[config.mk]
export PLATFORM = sky130hd
export DESIGN_NAME = qts_cmd_queue
export DESIGN_NICKNAME = d
export VERILOG_FILES = /design/src/rtl/qts_pkg.sv /design/src/rtl/qts_cmd_queue.sv
export SDC_FILE = /design/constraint.sdc
export NUM_CORES = 1
export LEC_CHECK = 0
export ABC_AREA = 1
export BUFFER_PORTS_ARGS = -buffer_cell sky130_fd_sc_hd__buf_2
export CORE_MARGIN = 4
export CORE_UTILIZATION = 52
export CTS_CLUSTER_SIZE = 20
export DETAILED_ROUTE_END_ITERATION = 10
export GPL_ROUTABILITY_DRIVEN = 0
export GPL_TIMING_DRIVEN = 0
export HOLD_SLACK_MARGIN = 0.05
export PLACE_DENSITY = 0.79
export RECOVER_POWER = 100
export SYNTH_ARGS = -nofsm -noshare
export SYNTH_HDL_FRONTEND = slang
export SYNTH_SLANG_ARGS = --single-unit
export TNS_END_PERCENT = 50
[constraint.sdc]
create_clock -name clock -period 4 [get_ports clock]
set_clock_uncertainty 0.05 [all_clocks]
set_input_delay 0.8 -clock clock [delete_from_list [all_inputs] [get_ports clock]]
set_output_delay 0.8 -clock clock [all_outputs]
set_load 0.02 [all_outputs]
[src/rtl/qts_pkg.sv]
// ----------------------------------------------------------------------------
// qts_pkg
// Shared types and constants for the two-stack queue: sizes, status and
// operation codes, and the command word passed from front to back.
// ----------------------------------------------------------------------------
package qts_pkg;

   localparam int DEPTH  = 128;
   localparam int WORD_W = 32;
   localparam int CNT_W  = $clog2(DEPTH + 1);
   localparam int SLOTS  = 2 * DEPTH;
   localparam int ADDR_W = $clog2(SLOTS);
   localparam int TOT_W  = ADDR_W + 1;
   localparam int QDEPTH = 2;
   localparam int QPTR_W = $clog2(QDEPTH);
   localparam int QCNT_W = $clog2(QDEPTH + 1);

   typedef logic [CNT_W-1:0]         cnt_type;
   typedef logic [ADDR_W-1:0]        addr_type;
   typedef logic [TOT_W-1:0]         tot_type;
   typedef logic [QPTR_W-1:0]        qptr_type;
   typedef logic [QCNT_W-1:0]        qcnt_type;
   typedef logic signed [WORD_W-1:0] word_type;

   localparam cnt_type  CNT_FULL  = CNT_W'(DEPTH);
   localparam addr_type ADDR_LAST = ADDR_W'(SLOTS - 1);
   localparam tot_type  TOT_SLOTS = TOT_W'(SLOTS);
   localparam qptr_type QPTR_LAST = QPTR_W'(QDEPTH - 1);
   localparam qcnt_type QCNT_FULL = QCNT_W'(QDEPTH);

   typedef enum logic [1:0] {
      ST_DONE  = 2'd0,
      ST_FULL  = 2'd1,
      ST_EMPTY = 2'd2
   } status_type;

   typedef enum logic [1:0] {
      OP_NONE  = 2'd0,
      OP_WRITE = 2'd1,
      OP_READ  = 2'd2
   } op_type;

   typedef struct packed {
      op_type     op;
      status_type status;
      addr_type   addr;
      word_type   data;
   } cmd_type;

endpackage

[src/rtl/qts_cmd_queue.sv]
// ----------------------------------------------------------------------------
// qts_cmd_queue
// Short command queue between front and back.
// ----------------------------------------------------------------------------
module qts_cmd_queue
   import qts_pkg::*;
(
   input  logic    clock,
   input  logic    reset,
   input  logic    push_valid,
   input  cmd_type push_cmd,
   output logic    full,
   output logic    pop_valid,
   input  logic    pop_take,
   output cmd_type pop_cmd
);

   cmd_type  entry_ff [QDEPTH];
   qptr_type wr_ptr_ff;
   qptr_type rd_ptr_ff;
   qcnt_type cnt_ff;
   logic     do_push;
   logic     do_pop;

   assign full      = (cnt_ff == QCNT_FULL);
   assign pop_valid = (cnt_ff != '0);
   assign pop_cmd   = entry_ff[rd_ptr_ff];
   assign do_push   = push_valid && !full;
   assign do_pop    = pop_take && pop_valid;

   always_ff @(posedge clock) begin
      if (do_push) begin
         entry_ff[wr_ptr_ff] <= push_cmd;
      end
   end

   always_ff @(posedge clock) begin
      if (reset) begin
         wr_ptr_ff <= '0;
         rd_ptr_ff <= '0;
         cnt_ff    <= '0;
      end else begin
         if (do_push) begin
            wr_ptr_ff <= (wr_ptr_ff == QPTR_LAST) ? '0 : wr_ptr_ff + 1'b1;
         end
         if (do_pop) begin
            rd_ptr_ff <= (rd_ptr_ff == QPTR_LAST) ? '0 : rd_ptr_ff + 1'b1;
         end
         if (do_push && !do_pop) begin
            cnt_ff <= cnt_ff + 1'b1;
         end else if (do_pop && !do_push) begin
            cnt_ff <= cnt_ff - 1'b1;
         end
      end
   end

endmodule

==> results of run 1 <==
[layout by cell type (no fill, tap or decap), drive strengths merged]
cell     n
edfxtp  88
buf     37
nor2     8
nand2    7
mux2    44
o21ai    3
nand4    1
inv      9
clkinv   3
clkbuf  73
ha       1
a21oi    2
dfxtp    5
nand3    2
bufinv   2
[worst paths after layout]
| path | from | to | depth (start not counted) |
|---|---|---|---|
| setup / recovery | push_valid | entry_ff[0][4]$_DFFE_PP_ | 4 |
| hold / removal | rd_ptr_ff$_SDFFE_PP0P_ | rd_ptr_ff$_SDFFE_PP0P_ | 2 |
| setup reg to reg | cnt_ff[1]$_SDFFE_PP0P_ | entry_ff[0][4]$_DFFE_PP_ | 4 |
| hold reg to reg | rd_ptr_ff$_SDFFE_PP0P_ | rd_ptr_ff$_SDFFE_PP0P_ | 2 |
[metrics by stage]
| step | area, um^2 | setup slack [ns] |
|---|---|---|
| 2_1_floorplan | 3620 | 0.789 |
| 3_3_place_gp | 4210 | -0.298 |
| 3_5_place_dp | 4280 | 1.79 |
| 4_1_cts | 4490 | 1.65 |
| 5_1_grt | 4390 | 0.956 |
| 6_report | 4390 | 1.19 |
[layout make-up]
cell class / instances / share of cell area [%]
Multi-Input combinational cell: 68 / 17.2
Clock buffer: 10 / 2.91
Clock inverter: 6 / 1.97
Sequential cell: 93 / 62.5
Tap cell: 96 / 2.74
Inverter: 8 / 0.684
Buffer: 5 / 1.91
Timing Repair Buffer: 95 / 10.1
[registers in the layout, summed over array words and instances (netlist names), named ones only]
register   flops
entry_ff      88
wr_ptr_ff      1
rd_ptr_ff      1
cnt_ff         2
[power by group]
part,switching [mW],internal (mW),leakage [nW],total (mW)
logic,0.474,0.357,0.647,0.832
registers,0.0367,1.23,0.862,1.27
clock network,0.302,0.352,0.108,0.654
[cell families after synthesis]
kind of cell | count (synthesis) | share of synthesized area [%]
buffers and inverters | 13 | 3.35
adders and majority gates | 1 | 0.345
AOI/OAI and AO/OA | 5 | 0.794
muxes | 44 | 17.8
and+or+nand+nor | 18 | 2.00
DFF | 93 | 75.7
[routing by layer]
| layer | part of all wire [%] | routed length (um) | up-vias |
|---|---|---|---|
| met1 | 39 | 2300 | 880 |
| met4 | 2.2 | 132 | 0 |
| li1 | - | - | 876 |
| met2 | 54 | 3180 | 53 |
| met3 | 5.0 | 293 | 11 |
| met5 | 0 | 0 | - |
[critical path, stage by stage]
cell,delay [ns]
buf_2,0.07
o21ai_0,0.13
nor2_1,1.54
buf_16,0.25
==> impl_metrics.tcl, run 1 <==
set metrics [dict create \
    grt_overflow 0 \
    power.ir.vdd_worst_mv 0.340 \
    synth_seq_cells 93 \
    cts_htree_levels 3 \
    cts_buffers 9 \
    nets 329 \
    grt_use_met2_pct 26.2 \
    dieWidth_um 91.5 \
    min_period_over_period_pct 70.3 \
    syn_inst 174 \
    final_util_pct 64.6 \
    drt-vias-per-instance 4.78 \
    postCtsHoldBufs 0 \
    fin_crit_ns 2.81 \
    synth_commonest_cells "88 x edfxtp_1, 40 x mux2_4, 8 x inv_1, 8 x nor2_1, 7 x nand2_1" \
    async_flop_share_pct 0 \
    critical_path_arrival_ns 2.81 \
    syn_to_final_growth_pct 21.1 \
    slew_headroom_pct -36.7 \
    report.final.hold_viol_count 0 \
    criticalPathCategory "in2reg" \
    n_antenna_cell 0 \
    wire_per_inst_um 15.5 \
    run_status "finished with violations" \
    yosysWarnings 0 \
    setup_viol 0 \
    cp-start-kind "input pin" \
    routed-via-count 1820 \
    nFillCells 499 \
    synthesis.nets 223 \
    power_density_nw_per_um2 628 \
    cts_setup_buffers 0 \
    drive_gt1_share_pct 33.3 \
    die-area_um2 8370 \
    power.total_mw 2.75 \
    die_h_um 91.5 \
    synth.most_common_cell "edfxtp_1" \
    synth_top_cell_area_share_pct 72.9 \
    violations "capacitance limit, slew limit" \
    clock_path_buffers 2 \
    met3_usage_pct 2.98 \
    place_inst 365 \
    p_leak_nw 1.62 \
    drv_cap 2 \
    grt_antenna_before_repair 0 \
    slew_viol_final 44 \
    grt_use_met1_pct 16.1 \
    grt_usage_pct 14.7 \
    seq_area_um2 2740 \
    num_rows 30 \
    cp_max_fo 23 \
    cts_tree "done" \
    cts_resized 0 \
    hold_ws_ns 0.457 \
    synth_top_flop_cell "edfxtp_1" \
    synth.area.top_cells "edfxtp_1 73%, mux2_4 17%, dfxtp_1 2.8%" \
    start_util_pct 53.3 \
    busiest_layer "met2" \
    worstMarginPinSlew_ns 2.04 \
    hold_path_class "reg2reg" \
    drt_wl_total_um 5900 \
    final_cells 381 \
    coreArea_um2 6790 \
    end_kind "flop" \
    ant_nets 0 \
    synth-edff-count 88 \
    grt_pass1_vias 1905 \
    avgSynthCellArea_um2 20.8 \
    io_pins 94 \
    cts.clk_slew.worst_paths_ns 0.08 \
    r2r_slack_ns 1.29 \
    dpl.hpwl_um 4220 \
    post_synth_num_cell_types 15 \
    multi_input_area_um2 756 \
    drtPass1Iterations 4 \
    rsz0062_at_grt "false" \
    clkLatencyLatePin_ns 0.34 \
    ys_seq_area_share_pct 75.7 \
    setup_tns_ns 0 \
    drt_iter0_drc 30 \
    clkSinkCount 93 \
    drc 0 \
    grt_max_degree 24 \
    numPortBuffers 93 \
    yosys.area.top_type "edfxtp_1" \
    max_freq_mhz 355 \
    synth_area_um2 3620 \
    root_buffer "clkbuf_8" \
    grt_pass1_wl_um 9220 \
    cp.required_ns 3.99 \
]
Power figures use the tool's default switching activity.
==> inputs of run 2 (changes only) <==
==> constraint.sdc (replaced) <==
create_clock -name clock -period 2.71 [get_ports clock]
set_clock_uncertainty 0.05 [all_clocks]
set_input_delay 0.542 -clock clock [delete_from_list [all_inputs] [get_ports clock]]
set_output_delay 0.542 -clock clock [all_outputs]
set_load 0.02 [all_outputs]
==> run 2 against run 1 <==
The run now ends clean; routed wire length rose by 0.15%; critical path depth unchanged; core utilization down 0.055 points; critical endpoint is now pop_cmd[30]; clock-buffer cell count is the same; largest cell class unchanged; total power up 47%; non-clock buffer count unchanged; sequential share of layout area increased by 0.053 points; via count is 0.22% higher; combinational power rose by 45%; largest power group unchanged; clock power is 48% higher.
==> impl_metrics.tcl, run 2 (synthesized netlist as in run 1, its figures left out) <==
set metrics [dict create \
    run_status "completed" \
    multi_input_area_um2 752 \
    wire_per_inst_um 15.5 \
    die-area_um2 8370 \
    grt_pass1_wl_um 9220 \
    reg2reg_to "cnt_ff[1]$_SDFFE_PP0P_" \
    root_buffer "clkbuf_8" \
    io_pins 94 \
    nets 329 \
    seq_area_um2 2740 \
    final_common_cell "edfxtp_1" \
    dpl.hpwl_um 4220 \
    grt_pass1_vias 1905 \
    die_h_um 91.5 \
    grt_max_degree 24 \
    cts_htree_levels 3 \
    cts_tree "done" \
    p_leak_nw 1.62 \
    drc 0 \
    dpl-instance-area_um2 4280 \
    drt_iter0_drc 27 \
    max_freq_mhz 438 \
    coreArea_um2 6790 \
    grt_usage_pct 14.7 \
    r2r_slack_ns 0.76 \
    drtPass1Iterations 4 \
    worstMarginPinSlew_ns 0.756 \
    min_to "entry_ff[1][6]$_DFFE_PP_" \
    grt_overflow 0 \
    power.ir.vdd_worst_mv 0.487 \
    cp-start-kind "flop" \
    cts_buffers 9 \
    syn_to_final_growth_pct 21.0 \
    hold_depth 1 \
    clkLatencyLatePin_ns 0.34 \
    drt_wl_total_um 5910 \
    cts.clk_slew.worst_paths_ns 0.09 \
    ant_nets 0 \
    setup_viol 0 \
    reg_top3 "entry_ff (88), cnt_ff (2)" \
    numPortBuffers 93 \
    rsz0062_at_grt "false" \
    slew_viol_final 0 \
    hold_ws_ns 0.328 \
    n_antenna_cell 0 \
    r2r-start "cnt_ff[1]$_SDFFE_PP0P_" \
    grt_antenna_before_repair 0 \
    drt-vias-per-instance 4.79 \
    start_util_pct 53.3 \
    cp_max_fo 10 \
    cp.required_ns 2.12 \
    drv_cap 0 \
    nFillCells 502 \
    routed-via-count 1824 \
    power.total_mw 4.05 \
    num_rows 30 \
    stdcell_area_um2 4390 \
    end_kind "output pin" \
    drive_gt1_share_pct 34.7 \
    fin_crit_ns 2.28 \
    clock_path_buffers 2 \
    clkSinkCount 93 \
    criticalPathCategory "reg2out" \
    hold_path_class "in2reg" \
    reg2regPathDepth 9 \
    largest_register_ffs 88 \
    cts_setup_buffers 0 \
    layout_common_cells "88 x edfxtp_1, 57 x clkbuf_1, 37 x buf_2, 35 x mux2_4, 9 x clkbuf_8" \
    holdCritStartpoint "push_cmd[6]" \
    slew_headroom_pct 49.1 \
    largest_register "entry_ff" \
    cts_resized 0 \
    postCtsHoldBufs 0 \
    final_cells 381 \
    power_density_nw_per_um2 923 \
    min_period_over_period_pct 84.3 \
    dieWidth_um 91.5 \
    setup_tns_ns 0 \
    place_inst 365 \
    critical_path_arrival_ns 1.69 \
    report.final.hold_viol_count 0 \
]
## run 2: changes by cell type in the layout (fill, tap and decap cells not counted)
cell,delta
buf_12,-1
buf_2,+6
buf_6,+1
clkbuf_1,-7
clkbuf_2,+1
mux2_1,+5
mux2_4,-5
nor2_1,-2
nor2_4,+2
## run 2: final cells by class
type	count	share of cell area, %
Buffer	5	1.74
Clock buffer	10	2.91
Clock inverter	6	1.97
Inverter	8	0.685
Multi-Input combinational cell	68	17.1
Sequential cell	93	62.5
Tap cell	96	2.74
Timing Repair Buffer	95	10.3
## run 2: layer usage
| layer | wire, um | GRT usage, % |
|---|---|---|
| met1 | 2290 | 16.1 |
| met2 | 3200 | 26.2 |
| met3 | 285 | 2.98 |
| met4 | 135 | 8.29 |
| met5 | 0 | 0 |
## run 2: worst max path at each step
stage / endpoint / slack [ns] / from
6_report: pop_cmd[30] / 0.43 / flop
5_1_grt: pop_cmd[30] / 0.34 / flop
4_1_cts: pop_cmd[34] / 0.62 / flop
3_5_place_dp: entry_ff[0][0]$_DFFE_PP_ / 0.76 / push_valid
3_3_place_gp: entry_ff[0][0]$_DFFE_PP_ / -1.33 / push_valid
2_1_floorplan: entry_ff[1][0]$_DFFE_PP_ / -0.24 / push_valid
## run 2: per-stage QoR
step / worst slack, ns / utilization (%)
detailed placement: 0.761 / 63.0
finish: 0.427 / 64.5
floorplan: -0.243 / -
global route: 0.336 / 64.5
global placement: -1.33 / 62.0
CTS: 0.618 / 66.1
## run 2: critical path, stage by stage, from the launching register on
cell      delay, ns
dfxtp_1        0.33
buf_6          0.16
clkbuf_2       0.32
mux2_1         0.38
buf_2          0.17
## run 2: where the power goes
part           switching, mW  internal (mW)
combinational          0.700          0.512
sequential            0.0556           1.81
clock                  0.446          0.520
==> inputs of run 3 (changes only) <==
==> constraint.sdc (replaced) <==
create_clock -name clock -period 2.29 [get_ports clock]
set_clock_uncertainty 0.05 [all_clocks]
set_input_delay 0.458 -clock clock [delete_from_list [all_inputs] [get_ports clock]]
set_output_delay 0.458 -clock clock [all_outputs]
set_load 0.02 [all_outputs]
==> run 3 against run 2 <==
Non-clock buffer count unchanged; flip-flop and latch count did not move; die area did not move; clock-buffer cell count unchanged; routed wire length rose by 0.12%; first-iteration DRC count increased by 11%.
==> impl_metrics.tcl, run 3 (synthesized netlist as in run 1, its figures left out) <==
set metrics [dict create \
    run_status "completed" \
    dpl-instance-area_um2 4280 \
    hold_ws_ns 0.245 \
    critical_path_arrival_ns 1.48 \
    drv_cap 0 \
    cts.clk_slew.worst_paths_ns 0.09 \
    postCtsHoldBufs 0 \
    cp-start-kind "flop" \
    largest_register_ffs 88 \
    reg_top3 "entry_ff (88), cnt_ff (2)" \
    drc 0 \
    crit_path_top_delay_cell "dfxtp_1" \
    hold_path_class "in2reg" \
    dieWidth_um 91.5 \
    grt_antenna_before_repair 0 \
    power_density_nw_per_um2 1090 \
    slew_viol_final 0 \
    drt_iter0_drc 30 \
    fin_crit_ns 1.99 \
    ant_nets 0 \
    dpl.hpwl_um 4220 \
    syn_to_final_growth_pct 21.8 \
    report.final.hold_viol_count 0 \
    root_buffer "clkbuf_8" \
    wire_per_inst_um 15.5 \
    drive_gt1_share_pct 34.4 \
    routed-via-count 1820 \
    stdcell_area_um2 4410 \
    num_rows 30 \
    cts_tree "done" \
    n_antenna_cell 0 \
    end_kind "output pin" \
    nFillCells 496 \
    power.total_mw 4.83 \
    cts_setup_buffers 0 \
    max_freq_mhz 503 \
    min_period_over_period_pct 86.8 \
    die-area_um2 8370 \
    cp_max_fo 10 \
    largest_register "entry_ff" \
    busiest_layer "met2" \
    grt_overflow 0 \
    cp.required_ns 1.78 \
    coreArea_um2 6790 \
    nets 329 \
    p_leak_nw 1.62 \
    clkLatencyLatePin_ns 0.34 \
    io_pins 94 \
    die_h_um 91.5 \
    drtPass1Iterations 4 \
    cts_buffers 9 \
    drt_wl_total_um 5910 \
    path_cells "buf_6, buf_12, mux2_4, clkbuf_1" \
    grt_pass1_vias 1905 \
    worstMarginPinSlew_ns 0.756 \
    clock_path_buffers 2 \
    cts_resized 0 \
    critPathMaxStageDelay_ns 0.33 \
    slew_headroom_pct 49.0 \
    power.ir.vdd_worst_mv 0.589 \
    grt_use_met1_pct 16.1 \
    final_common_cell "edfxtp_1" \
    rsz0062_at_grt "false" \
    grt_pass1_wl_um 9220 \
    numPortBuffers 93 \
    layout_common_cells "88 x edfxtp_1, 63 x clkbuf_1, 40 x mux2_4, 31 x buf_2, 9 x clkbuf_8" \
    criticalPathCategory "reg2out" \
    met3_usage_pct 2.98 \
    grt_usage_pct 14.7 \
    grt_use_met2_pct 26.2 \
    clkSinkCount 93 \
    drt-vias-per-instance 4.78 \
    cts_htree_levels 3 \
    setup_viol 0 \
    grt_max_degree 24 \
    setup_tns_ns 0 \
    start_util_pct 53.3 \
]
## run 3: changes by cell type in the layout (fill, tap and decap cells not counted)
cell      change
mux2_1        -5
mux2_4        +5
buf_12        +1
clkbuf_1      +6
buf_2         -6
clkbuf_2      -1
## run 3: area by class of cell
cell class | count | area, um^2 | area share [%]
timing repair buffer | 95 | 443 | 10.0
clock inverter | 6 | 86.3 | 1.96
multi-input combinational | 68 | 771 | 17.5
sequential | 93 | 2740 | 62.2
tap | 96 | 120 | 2.72
clock buffer | 10 | 128 | 2.89
buffer | 5 | 91.3 | 2.07
inverter | 8 | 30.0 | 0.681
## run 3: worst paths after layout
check                         start                        to  slack [ns]  cells after the start
max                            flop               pop_cmd[35]        0.30                      4
min                     push_cmd[6]  entry_ff[1][6]$_DFFE_PP_        0.24                      1
max reg2reg  cnt_ff[1]$_SDFFE_PP0P_    cnt_ff[1]$_SDFFE_PP0P_        0.34                      9
min reg2reg  rd_ptr_ff$_SDFFE_PP0P_    rd_ptr_ff$_SDFFE_PP0P_        0.46                      2
## run 3: layer usage
metal | part of all wire [%] | wire, um
met3 | 4.8 | 284
met2 | 54 | 3180
met1 | 39 | 2320
met5 | 0 | 0
met4 | 2.2 | 132
## run 3: power breakdown
group	switching, mW	internal [mW]	leakage [nW]	total, mW
logic	0.835	0.635	0.653	1.47
registers	0.0672	2.15	0.862	2.22
clock network	0.527	0.616	0.108	1.14
total	1.43	3.40	1.62	4.83
## run 3: stage by stage
stage	cells	worst slack (ns)	utilization, %
6_report	381	0.303	64.9
4_1_cts	381	0.282	66.1
2_1_floorplan	174	-0.579	-
5_1_grt	381	0.147	64.9
3_5_place_dp	365	0.425	63.0
3_3_place_gp	363	-1.67	62.0
## run 3: critical path: cells and delay by family (launching register included)
family   cells  cell delay, ns
flops        1            0.33
mux          1            0.30
buf+inv      3            0.51
