$ cat config.mk
export PLATFORM = sky130hd
export DESIGN_NAME = qts_front
export DESIGN_NICKNAME = d
export VERILOG_FILES = /design/src/rtl/qts_pkg.sv /design/src/rtl/qts_front.sv
export SDC_FILE = /design/constraint.sdc
export NUM_CORES = 1
export LEC_CHECK = 0
export BUFFER_PORTS_ARGS = -buffer_cell sky130_fd_sc_hd__buf_2
export CAP_MARGIN = 40
export CORE_MARGIN = 2
export CORE_UTILIZATION = 54
export DETAILED_ROUTE_END_ITERATION = 6
export PLACE_DENSITY = 0.86
export SYNTH_ARGS = -nofsm -noshare
export SYNTH_HDL_FRONTEND = slang
export SYNTH_SLANG_ARGS = --single-unit
$ cat constraint.sdc
create_clock -name clock -period 4.6 [get_ports clock]
set_input_delay 0.69 -clock clock [delete_from_list [all_inputs] [get_ports clock]]
set_output_delay 0.69 -clock clock [all_outputs]
set_load 0.02 [all_outputs]
$ cat src/rtl/qts_pkg.sv
// ----------------------------------------------------------------------------
// qts_pkg
// Shared types and constants for the two-stack queue: sizes, status and
// operation codes, and the command word passed from front to back.
// ----------------------------------------------------------------------------
package qts_pkg;

   localparam int DEPTH  = 128;
   localparam int WORD_W = 32;
   localparam int CNT_W  = $clog2(DEPTH + 1);
   localparam int SLOTS  = 2 * DEPTH;
   localparam int ADDR_W = $clog2(SLOTS);
   localparam int TOT_W  = ADDR_W + 1;
   localparam int QDEPTH = 2;
   localparam int QPTR_W = $clog2(QDEPTH);
   localparam int QCNT_W = $clog2(QDEPTH + 1);

   typedef logic [CNT_W-1:0]         cnt_type;
   typedef logic [ADDR_W-1:0]        addr_type;
   typedef logic [TOT_W-1:0]         tot_type;
   typedef logic [QPTR_W-1:0]        qptr_type;
   typedef logic [QCNT_W-1:0]        qcnt_type;
   typedef logic signed [WORD_W-1:0] word_type;

   localparam cnt_type  CNT_FULL  = CNT_W'(DEPTH);
   localparam addr_type ADDR_LAST = ADDR_W'(SLOTS - 1);
   localparam tot_type  TOT_SLOTS = TOT_W'(SLOTS);
   localparam qptr_type QPTR_LAST = QPTR_W'(QDEPTH - 1);
   localparam qcnt_type QCNT_FULL = QCNT_W'(QDEPTH);

   typedef enum logic [1:0] {
      ST_DONE  = 2'd0,
      ST_FULL  = 2'd1,
      ST_EMPTY = 2'd2
   } status_type;

   typedef enum logic [1:0] {
      OP_NONE  = 2'd0,
      OP_WRITE = 2'd1,
      OP_READ  = 2'd2
   } op_type;

   typedef struct packed {
      op_type     op;
      status_type status;
      addr_type   addr;
      word_type   data;
   } cmd_type;

endpackage

$ cat src/rtl/qts_front.sv
// ----------------------------------------------------------------------------
// qts_front
// Accepts requests and classifies them against the two stack counts.
// Both stacks live in one circular buffer; a transfer is a count move.
// ----------------------------------------------------------------------------
module qts_front
   import qts_pkg::*;
(
   input  logic     clock,
   input  logic     reset,
   input  logic     req_valid,
   output logic     req_stall,
   input  logic     req_action,
   input  word_type req_push_value,
   input  logic     q_full,
   output logic     cmd_valid,
   output cmd_type  cmd
);

   cnt_type  in_cnt_ff, in_cnt_in;
   cnt_type  out_cnt_ff, out_cnt_in;
   addr_type head_ff, head_in;
   addr_type tail_ff, tail_in;
   logic     accept;

   assign req_stall = q_full;
   assign accept    = req_valid && !q_full;
   assign cmd_valid = accept;

   always_comb begin
      in_cnt_in  = in_cnt_ff;
      out_cnt_in = out_cnt_ff;
      head_in    = head_ff;
      tail_in    = tail_ff;
      cmd.op     = OP_NONE;
      cmd.status = ST_DONE;
      cmd.addr   = tail_ff;
      cmd.data   = req_push_value;
      if (!req_action) begin
         if (in_cnt_ff != CNT_FULL) begin
            cmd.op    = OP_WRITE;
            in_cnt_in = in_cnt_ff + 1'b1;
         end else if (out_cnt_ff == '0) begin
            cmd.op     = OP_WRITE;
            out_cnt_in = CNT_FULL;
            in_cnt_in  = CNT_W'(1);
         end else begin
            cmd.status = ST_FULL;
         end
         if (cmd.op == OP_WRITE) begin
            tail_in = (tail_ff == ADDR_LAST) ? '0 : tail_ff + 1'b1;
         end
      end else begin
         cmd.addr = head_ff;
         if (out_cnt_ff != '0) begin
            cmd.op     = OP_READ;
            out_cnt_in = out_cnt_ff - 1'b1;
         end else if (in_cnt_ff != '0) begin
            cmd.op     = OP_READ;
            out_cnt_in = in_cnt_ff - 1'b1;
            in_cnt_in  = '0;
         end else begin
            cmd.status = ST_EMPTY;
         end
         if (cmd.op == OP_READ) begin
            head_in = (head_ff == ADDR_LAST) ? '0 : head_ff + 1'b1;
         end
      end
   end

   always_ff @(posedge clock) begin
      if (reset) begin
         in_cnt_ff  <= '0;
         out_cnt_ff <= '0;
         head_ff    <= '0;
         tail_ff    <= '0;
      end else if (accept) begin
         in_cnt_ff  <= in_cnt_in;
         out_cnt_ff <= out_cnt_in;
         head_ff    <= head_in;
         tail_ff    <= tail_in;
      end
   end

   // occupancy of the ring must match the two stack counts
   tot_type occ;
   tot_type total;

   assign occ   = (tail_ff >= head_ff) ?
                  (TOT_W'(tail_ff) - TOT_W'(head_ff)) :
                  (TOT_W'(tail_ff) + TOT_SLOTS - TOT_W'(head_ff));
   assign total = TOT_W'(in_cnt_ff) + TOT_W'(out_cnt_ff);

   a_counts_bounded: assert property (@(posedge clock) disable iff (reset)
      (in_cnt_ff <= CNT_FULL) && (out_cnt_ff <= CNT_FULL))
      else $error("stack count above depth");

   a_ring_matches: assert property (@(posedge clock) disable iff (reset)
      (total == occ) || (total == TOT_SLOTS && occ == '0))
      else $error("ring occupancy differs from stack counts");

   a_refused_holds: assert property (@(posedge clock) disable iff (reset)
      accept && cmd.status != ST_DONE |=>
         $stable(in_cnt_ff) && $stable(out_cnt_ff) && $stable(head_ff) && $stable(tail_ff))
      else $error("refused request changed state");

   a_full_refusal: assert property (@(posedge clock) disable iff (reset)
      accept && cmd.status == ST_FULL |-> in_cnt_ff == CNT_FULL && out_cnt_ff != '0)
      else $error("push refused with room left");

endmodule

==> results.toml, run 1 <==
[worst_setup_path]
crit_required_ns = 3.91
path_class = "register to output pin"
cp.arrival_ns = 2.24
worst-path-max-fanout = 10
worstSetupEndpointType = "output pin"
start_kind = "register"

[sta]
setup_viol_count_final = 0
fin_hold_ws_ns = 0.520
max_freq_mhz = 342
hold_viol = 0
finClkSkew_ns = 0.00627
worstMarginPinSlew_ns = 0.639
setup-tns-final_ns = 0
fin_crit_sh_pct = 63.6
drv_slew = 0
rsz0062_at_grt = "false"
relSlewSlack_pct = 57.0
min_period_ns = 2.93
setup_slack_ns = 1.67

[drt]
drtIter0Drc = 117
drc = 0
vias_per_cell = 6.24
wl_per_cell_um = 15.7
drt_pass1_iterations = 4
route.vias.total = 1921
routed_wirelength_mm = 4.83
ant_nets = 0

[placement]
portBuffers = 18
gp_congestion = 0.983
post-place-ws_ns = 2.01
dp_hpwl_mm = 3.45
dp.cells = 301

[logic_synthesis]
async_flop_share_pct = 0
synthesis.area_um2 = 2300
syn_nets = 319
ys_ff_latch = 32
postSynthCellCount = 277
synth_seq_area_share_pct = 27.9
synth_top_area_share_pct = 27.9
yosysWarnings = 0
syn_avg_cell_area_um2 = 8.30
synth_flop_cell = "dfxtp_1"
yosysTopAreaCell = "dfxtp_1"
synth_most_common_cell = "buf_4"
synth_edf_count = 0
synth.distinct_cells = 55
synthTopCellsByArea = "dfxtp_1 28%, buf_4 11%, mux2_2 4.9%"
synth_common_cells = "33 x buf_4, 32 x dfxtp_1, 27 x nor2_1"

[clocking]
cts_setup_buffers = 0
path_clk_slew_ns = 0.06
cts_tree = "yes"
cts_made_buffers = 5
clockRootBuffer = "clkbuf_8"
clock_latency_ns = 0.28
hold_buffers = 0
cts_sinks = 32
cts_resized = 0
cts_max_level = 2
cts_buffer_depth = 2

[power]
p_leak_nw = 0.831
p_per_area_nw_per_um2 = 317
finalPower_mw = 0.700
ir_drop_mv = 0.224

[global_route]
grt_pass1_wl_mm = 8.01
grt_pass1_vias = 1758
busiest_layer = "met2"
grtUsageMet2_pct = 31.1
grt-ovfl-total = 0
grt_util_met1_pct = 26.4
grt_usage_pct = 20.3
grtUsageMet3_pct = 5.38
grt_max_degree = 24
antenna_found_initial = 0

[layout]
final_nets = 300
diodes = 0
stdcell_count = 308
layout-drive-gt1-share_pct = 17.1
syn2layout_area_growth_pct = -4.08

[floorplanning]
die_area_um2 = 4790
io_pins = 83
start_util_pct = 56.6
core_um2 = 4060
rows = 23
fp.dieH_um = 69.2
die_x_um = 69.2

[job]
maxCapViolations = 0

[run_status]
run_status = "finished, final reports clean"

[worst_hold_path]
hold_path.class = "register to register"
==> cell type report <==
class                      instances  area [µm²]
fill                             370        1850
clock inverter                     1        5.00
inverter                           9        33.8
multi-input combinational        191        1290
clock buffer                       6        72.6
tap                               50        62.6
sequential                        32         641
timing repair buffer              19        97.6
==> cell families after synthesis <==
| group | share of synthesized area [%] |
|---|---|
| compound gates | 18.6 |
| xor+xnor | 4.57 |
| fa+ha+maj | 2.72 |
| buf+inv | 15.9 |
| flops | 27.9 |
| mux | 6.70 |
| simple gates | 23.7 |
==> routing by layer <==
| metal | wire length (µm) | part of all wire, % |
|---|---|---|
| met3 | 393 | 8.1 |
| met1 | 2170 | 45 |
| met5 | 0 | 0 |
| met2 | 2200 | 46 |
| met4 | 67 | 1.4 |
==> sequential cells by signal, indices dropped and copies added (netlist names) <==
register / cells
in_cnt_ff: 8
tail_ff: 8
out_cnt_ff: 8
head_ff: 8
==> worst paths after layout <==
kind	end	cells after the start	slack [ns]	from
worst max-delay path	cmd[40]	4	1.67	in_cnt_ff[3]
worst min-delay path	tail_ff[6]	2	0.52	tail_ff[6]
worst max register to register	in_cnt_ff[7]	5	2.05	out_cnt_ff[1]
worst min register to register	tail_ff[6]	2	0.52	tail_ff[6]
==> report_power, final <==
group | switching (mW) | internal, mW
registers | 0.0132 | 0.285
clock network | 0.0986 | 0.103
logic | 0.124 | 0.0756
==> worst max-delay path, cell delays in order, from the launching register on <==
cell,delay [ns]
dfxtp_1,0.40
or4_4,0.62
or3_1,0.55
nor3_1,0.18
buf_2,0.19
==> placed cells by master, fill, tap and decap left out, types with 5 or more instances in the layout <==
master     n
nand2_1   16
a211oi_1   5
clkbuf_8   5
o21ai_0   10
a21oi_1   17
dfxtp_1   32
nand3_1    7
xnor2_1    8
mux2_2    10
or4_1      5
or3_1      8
ha_1       5
buf_2     18
nor4_1     6
inv_1      8
nor2_1    27
nor3_1     8
==> through the flow <==
step	util (%)	instance area, µm²
floorplan	-	2300
global placement	52.4	2130
detailed placement	52.4	2130
CTS	54.3	2200
global route	54.3	2200
finish	54.3	2200
Note: power is estimated with default switching activity, not from simulation.
==> inputs of run 2 (changes only) <==
- CORE_UTILIZATION: 54 -> 45
- PLACE_DENSITY: 0.86 -> 0.76
- clock period: 4.6 -> 2.6 ns (I/O delays scaled with it)
==> run 2 against run 1 <==
Against the previous run:
- cell area rose by 7.4%
- combinational power rose by 100%
- critical path depth rose by 1
- clock skew rose by 0.0020 ns
- hold slack got worse by 0.15 ns
- setup slack got worse by 1.6 ns
- power rose by 110%
- sequential cell count did not move
- largest power group unchanged
- highest routed layer unchanged
==> results.toml, run 2 (synthesis results as in run 1) <==
[run_status]
run_status = "finished, final reports clean"

[sta]
fin_hold_ws_ns = 0.365
fin_crit_sh_pct = 96.2
setup_viol_count_final = 0
max_freq_mhz = 400
drv_slew = 0
hold_viol = 0
min_period_ns = 2.50
relSlewSlack_pct = 52.0
finClkSkew_ns = 0.00829
worstMarginPinSlew_ns = 0.717

[floorplanning]
start_util_pct = 45.9
fp.dieH_um = 75.5
die_area_um2 = 5700
core_um2 = 5010
die_x_um = 75.5
rows = 26
io_pins = 83

[worst_hold_path]
min-delay-start = "reset"
hold_end = "out_cnt_ff[7]"
hold_path.class = "input port to register"
holdPathStages = 2

[global_route]
grt_pass1_vias = 1698
busiest_layer = "met2"
grt-ovfl-total = 0
grt_pass1_wl_mm = 8.05
grtUsageMet2_pct = 27.7
grt_util_met1_pct = 25.9
grtUsageMet3_pct = 4.23
grt_usage_pct = 18.4
grt_max_degree = 21
antenna_found_initial = 0

[drt]
ant_nets = 0
wl_per_cell_um = 15.4
route.vias.total = 1959
drc = 0
drt_pass1_iterations = 6
vias_per_cell = 5.78
drtIter0Drc = 142
routed_wirelength_mm = 5.21

[layout]
layout-drive-gt1-share_pct = 21.6
fin_util_pct = 47.3
syn2layout_area_growth_pct = 2.99
final_common_cell = "dfxtp_1"
final_cell_mix = "32 x dfxtp_1, 27 x nor2_1, 17 x a21oi_1, 17 x buf_2, 16 x nand2_1"
final_nets = 310
diodes = 0

[worst_setup_path]
crit_slowest_cell = "or4_1"
ff2ff_path_depth = 9
start_kind = "register"
slowest_delay_ns = 0.69
worst-path-max-fanout = 6
reg2reg_from = "in_cnt_ff[0]"
worstSetupEndpointType = "output pin"
r2r_end = "head_ff[7]"
crit_required_ns = 2.21
path_class = "register to output pin"
reg2reg_slack_ns = 0.14
cp.arrival_ns = 2.11
crit_path_cell_trace = "or4_1, nor4_2, buf_4, and2_1, buf_2"

[power]
p_per_area_nw_per_um2 = 616
ir_drop_mv = 0.504
p_leak_nw = 0.906

[clocking]
hold_buffers = 0
cts_tree = "yes"
cts_made_buffers = 5
cts_max_level = 2
path_clk_slew_ns = 0.07
cts_buffer_depth = 2
clockRootBuffer = "clkbuf_8"
clock_latency_ns = 0.28
cts_sinks = 32

[job]
maxCapViolations = 0

[placement]
gp_congestion = 0.885
portBuffers = 18
dp_hpwl_mm = 3.72
run 2: changes by cell type in the layout (fill, tap and decap cells not counted), sizes merged:
cell	previous run	this run
buf	19	29
bufinv	0	1
clkbuf	6	7
clkinv	2	1
run 2: area by class of cell:
type | instances | area, µm²
fillers | 519 | 2640
well taps | 70 | 87.6
flip-flops and latches | 32 | 641
repair buffers | 29 | 175
multi-input cells | 191 | 1300
inverters | 9 | 33.8
clock inverters | 1 | 30.0
clock buffers | 7 | 96.3
run 2: stage by stage:
stage / setup TNS, ns / instances / power, mW / setup WS [ns] / area [µm²]
floorplan: 0 / 277 / 0.891 / 0.184 / 2300
global placement: 0 / 329 / 0.894 / 0.306 / 2210
detailed placement: 0 / 329 / 0.902 / 0.268 / 2210
CTS: 0 / 337 / 1.42 / 0.0896 / 2340
global route: -0.0280 / 339 / 1.52 / -0.0248 / 2370
finish: 0 / 339 / 1.46 / 0.0977 / 2370
run 2: metal layers:
metal  vias up  wire, µm
met5         -         0
met4         0        41
met3         6       357
met2        77      2420
met1       917      2400
li1        959         -
run 2: repair_timing:
action | CTS | global route
cloned | 0 | 0
buffers inserted | 0 | 2
endpoints found under the setup margin | 1 | 1
resized for setup | 1 | 2
run 2: worst max path at each step:
| stage | start | end | slack [ns] | depth (start not counted) |
|---|---|---|---|---|
| 2_1_floorplan | in_cnt_ff[3] | cmd[40] | 0.18 | 6 |
| 3_3_place_gp | in_cnt_ff[4] | cmd[40] | 0.31 | 4 |
| 3_5_place_dp | in_cnt_ff[0] | in_cnt_ff[7] | 0.27 | 7 |
| 4_1_cts | out_cnt_ff[0] | cmd[41] | 0.09 | 5 |
| 5_1_grt | in_cnt_ff[0] | cmd[41] | -0.02 | 7 |
| 6_report | out_cnt_ff[0] | cmd[41] | 0.1 | 5 |
run 2: worst max-delay path, delay by kind of cell, from the launching register on:
kind          cells  cell delay [ns]
simple gates      3             1.14
flops             1             0.35
buf+inv           2             0.34
run 2: power breakdown:
part           internal [mW]  switching [mW]
clock network          0.338           0.189
registers              0.504          0.0241
logic                  0.170           0.234
total                   1.01           0.447
==> inputs of run 3 (changes only) <==
- RECOVER_POWER: default -> 100
==> run 3 against run 2 <==
Against the previous run:
- die area stayed put
- register-to-register slack hardly changed
- critical path depth is the same
- non-clock buffer count unchanged
- clock power hardly changed
- hold slack improved by 0.0036 ns
- sequential share of layout area grew 0.14 points
==> results.toml, run 3 (synthesis results as in run 1) <==
[worst_setup_path]
cp_num_buf_inv = 2
worst-path-max-fanout = 6
worstSetupEndpointType = "output pin"
worst_path_dominant_cell_family = "simple AND/OR/NAND/NOR gates"
crit_path_cell_trace = "or4_1, nor4_2, buf_4, and2_1, buf_2"
reg2reg_slack_ns = 0.15
r2r_end = "head_ff[7]"
slowest_delay_ns = 0.69
crit_slowest_cell = "or4_1"
start_kind = "register"
cp.arrival_ns = 2.11
cp.depth = 5
crit_required_ns = 2.21
ff2ff_path_depth = 9
reg2reg_from = "in_cnt_ff[0]"
path_class = "register to output pin"

[drt]
wl_per_cell_um = 15.4
routed_wirelength_mm = 5.22
vias_per_cell = 5.82
drc = 0
route.vias.total = 1973
drt_pass1_iterations = 5
ant_nets = 0
drtIter0Drc = 166

[layout]
final_nets = 310
final_common_cell = "dfxtp_1"
syn2layout_area_growth_pct = 2.45
diodes = 0
nFillCells = 518
fin_area_um2 = 2350
layout-drive-gt1-share_pct = 17.8
final_cell_mix = "32 x dfxtp_1, 27 x nor2_1, 17 x a21oi_1, 16 x nand2_1, 12 x buf_4"

[clocking]
cts_tree = "yes"
path_clk_slew_ns = 0.07
cts_buffer_depth = 2
cts_sinks = 32
cts_made_buffers = 5
clock_latency_ns = 0.28
cts_max_level = 2
clockRootBuffer = "clkbuf_8"

[power]
ir_drop_mv = 0.504
p_leak_nw = 0.866
finalPower_mw = 1.46
p_per_area_nw_per_um2 = 620

[floorplanning]
io_pins = 83
die_x_um = 75.5
die_area_um2 = 5700
rows = 26
fp.dieH_um = 75.5
start_util_pct = 45.9
core_um2 = 5010

[sta]
worstMarginPinSlew_ns = 0.850
setup-tns-final_ns = 0
fin_crit_sh_pct = 96.1
drv_slew = 0
setup_viol_count_final = 0
min_period_ns = 2.50
finClkSkew_ns = 0.00890
relSlewSlack_pct = 43.3
hold_viol = 0
max_freq_mhz = 400

[worst_hold_path]
holdPathStages = 2
min-delay-start = "reset"
hold_path.class = "input port to register"
hold_end = "out_cnt_ff[7]"

[run_status]
run_status = "finished, final reports clean"

[global_route]
grt-ovfl-total = 0
grt_pass1_vias = 1698
grt_max_degree = 21
grt_usage_pct = 18.4
grt_pass1_wl_mm = 8.05
antenna_found_initial = 0

[placement]
placedInstanceArea_um2 = 2210
portBuffers = 18
gp_congestion = 0.885
dp_hpwl_mm = 3.72

[job]
maxCapViolations = 0
-- run 3: changes by cell type in the layout (fill, tap and decap cells not counted), sizes merged --
cell    delta
buf       -10
clkbuf    +10
-- run 3: what timing repair did --
| action | 4_1_cts | 5_1_grt |
|---|---|---|
| setup buffers | 0 | 2 |
| resized for setup | 1 | 2 |
| endpoints found under the setup margin | 1 | 1 |
| hold buffers | 0 | 0 |
-- run 3: cell type report --
class                      instances  area (µm²)  share of cell area, %
tap                               70        87.6                   3.72
clock inverter                     1        30.0                   1.28
timing repair buffer              29         163                   6.91
sequential                        32         641                   27.2
multi-input combinational        191        1300                   55.4
clock buffer                       7        96.3                   4.09
inverter                           9        33.8                   1.43
-- run 3: how the worst max path moves through the flow --
stage,from,end,slack [ns]
after floorplan,in_cnt_ff[3],cmd[40],0.18
after global placement,in_cnt_ff[4],cmd[40],0.31
after detailed placement,in_cnt_ff[0],in_cnt_ff[7],0.27
after CTS,out_cnt_ff[0],cmd[41],0.09
after global routing,in_cnt_ff[0],cmd[41],-0.03
final,out_cnt_ff[0],cmd[41],0.10
-- run 3: report_power, final --
part | switching (mW) | internal (mW) | total (mW)
registers | 0.0238 | 0.504 | 0.528
logic | 0.234 | 0.169 | 0.402
clock network | 0.191 | 0.338 | 0.529
total | 0.449 | 1.01 | 1.46
-- run 3: metal layers --
layer | GRT usage (%) | routed length (µm)
met5 | 0 | 0
met4 | 6.63 | 51
met3 | 4.23 | 378
met2 | 27.7 | 2410
met1 | 25.9 | 2390
-- run 3: metrics by stage --
step | setup slack [ns] | util (%) | hold slack [ns] | std cells
CTS | 0.0896 | 46.8 | 0.349 | 337
global placement | 0.306 | 44.2 | 0.498 | 329
detailed placement | 0.268 | 44.2 | 0.501 | 329
floorplan | 0.184 | - | 0.467 | 277
finish | 0.101 | 47.0 | 0.369 | 339
global route | -0.0283 | 47.0 | 0.366 | 339
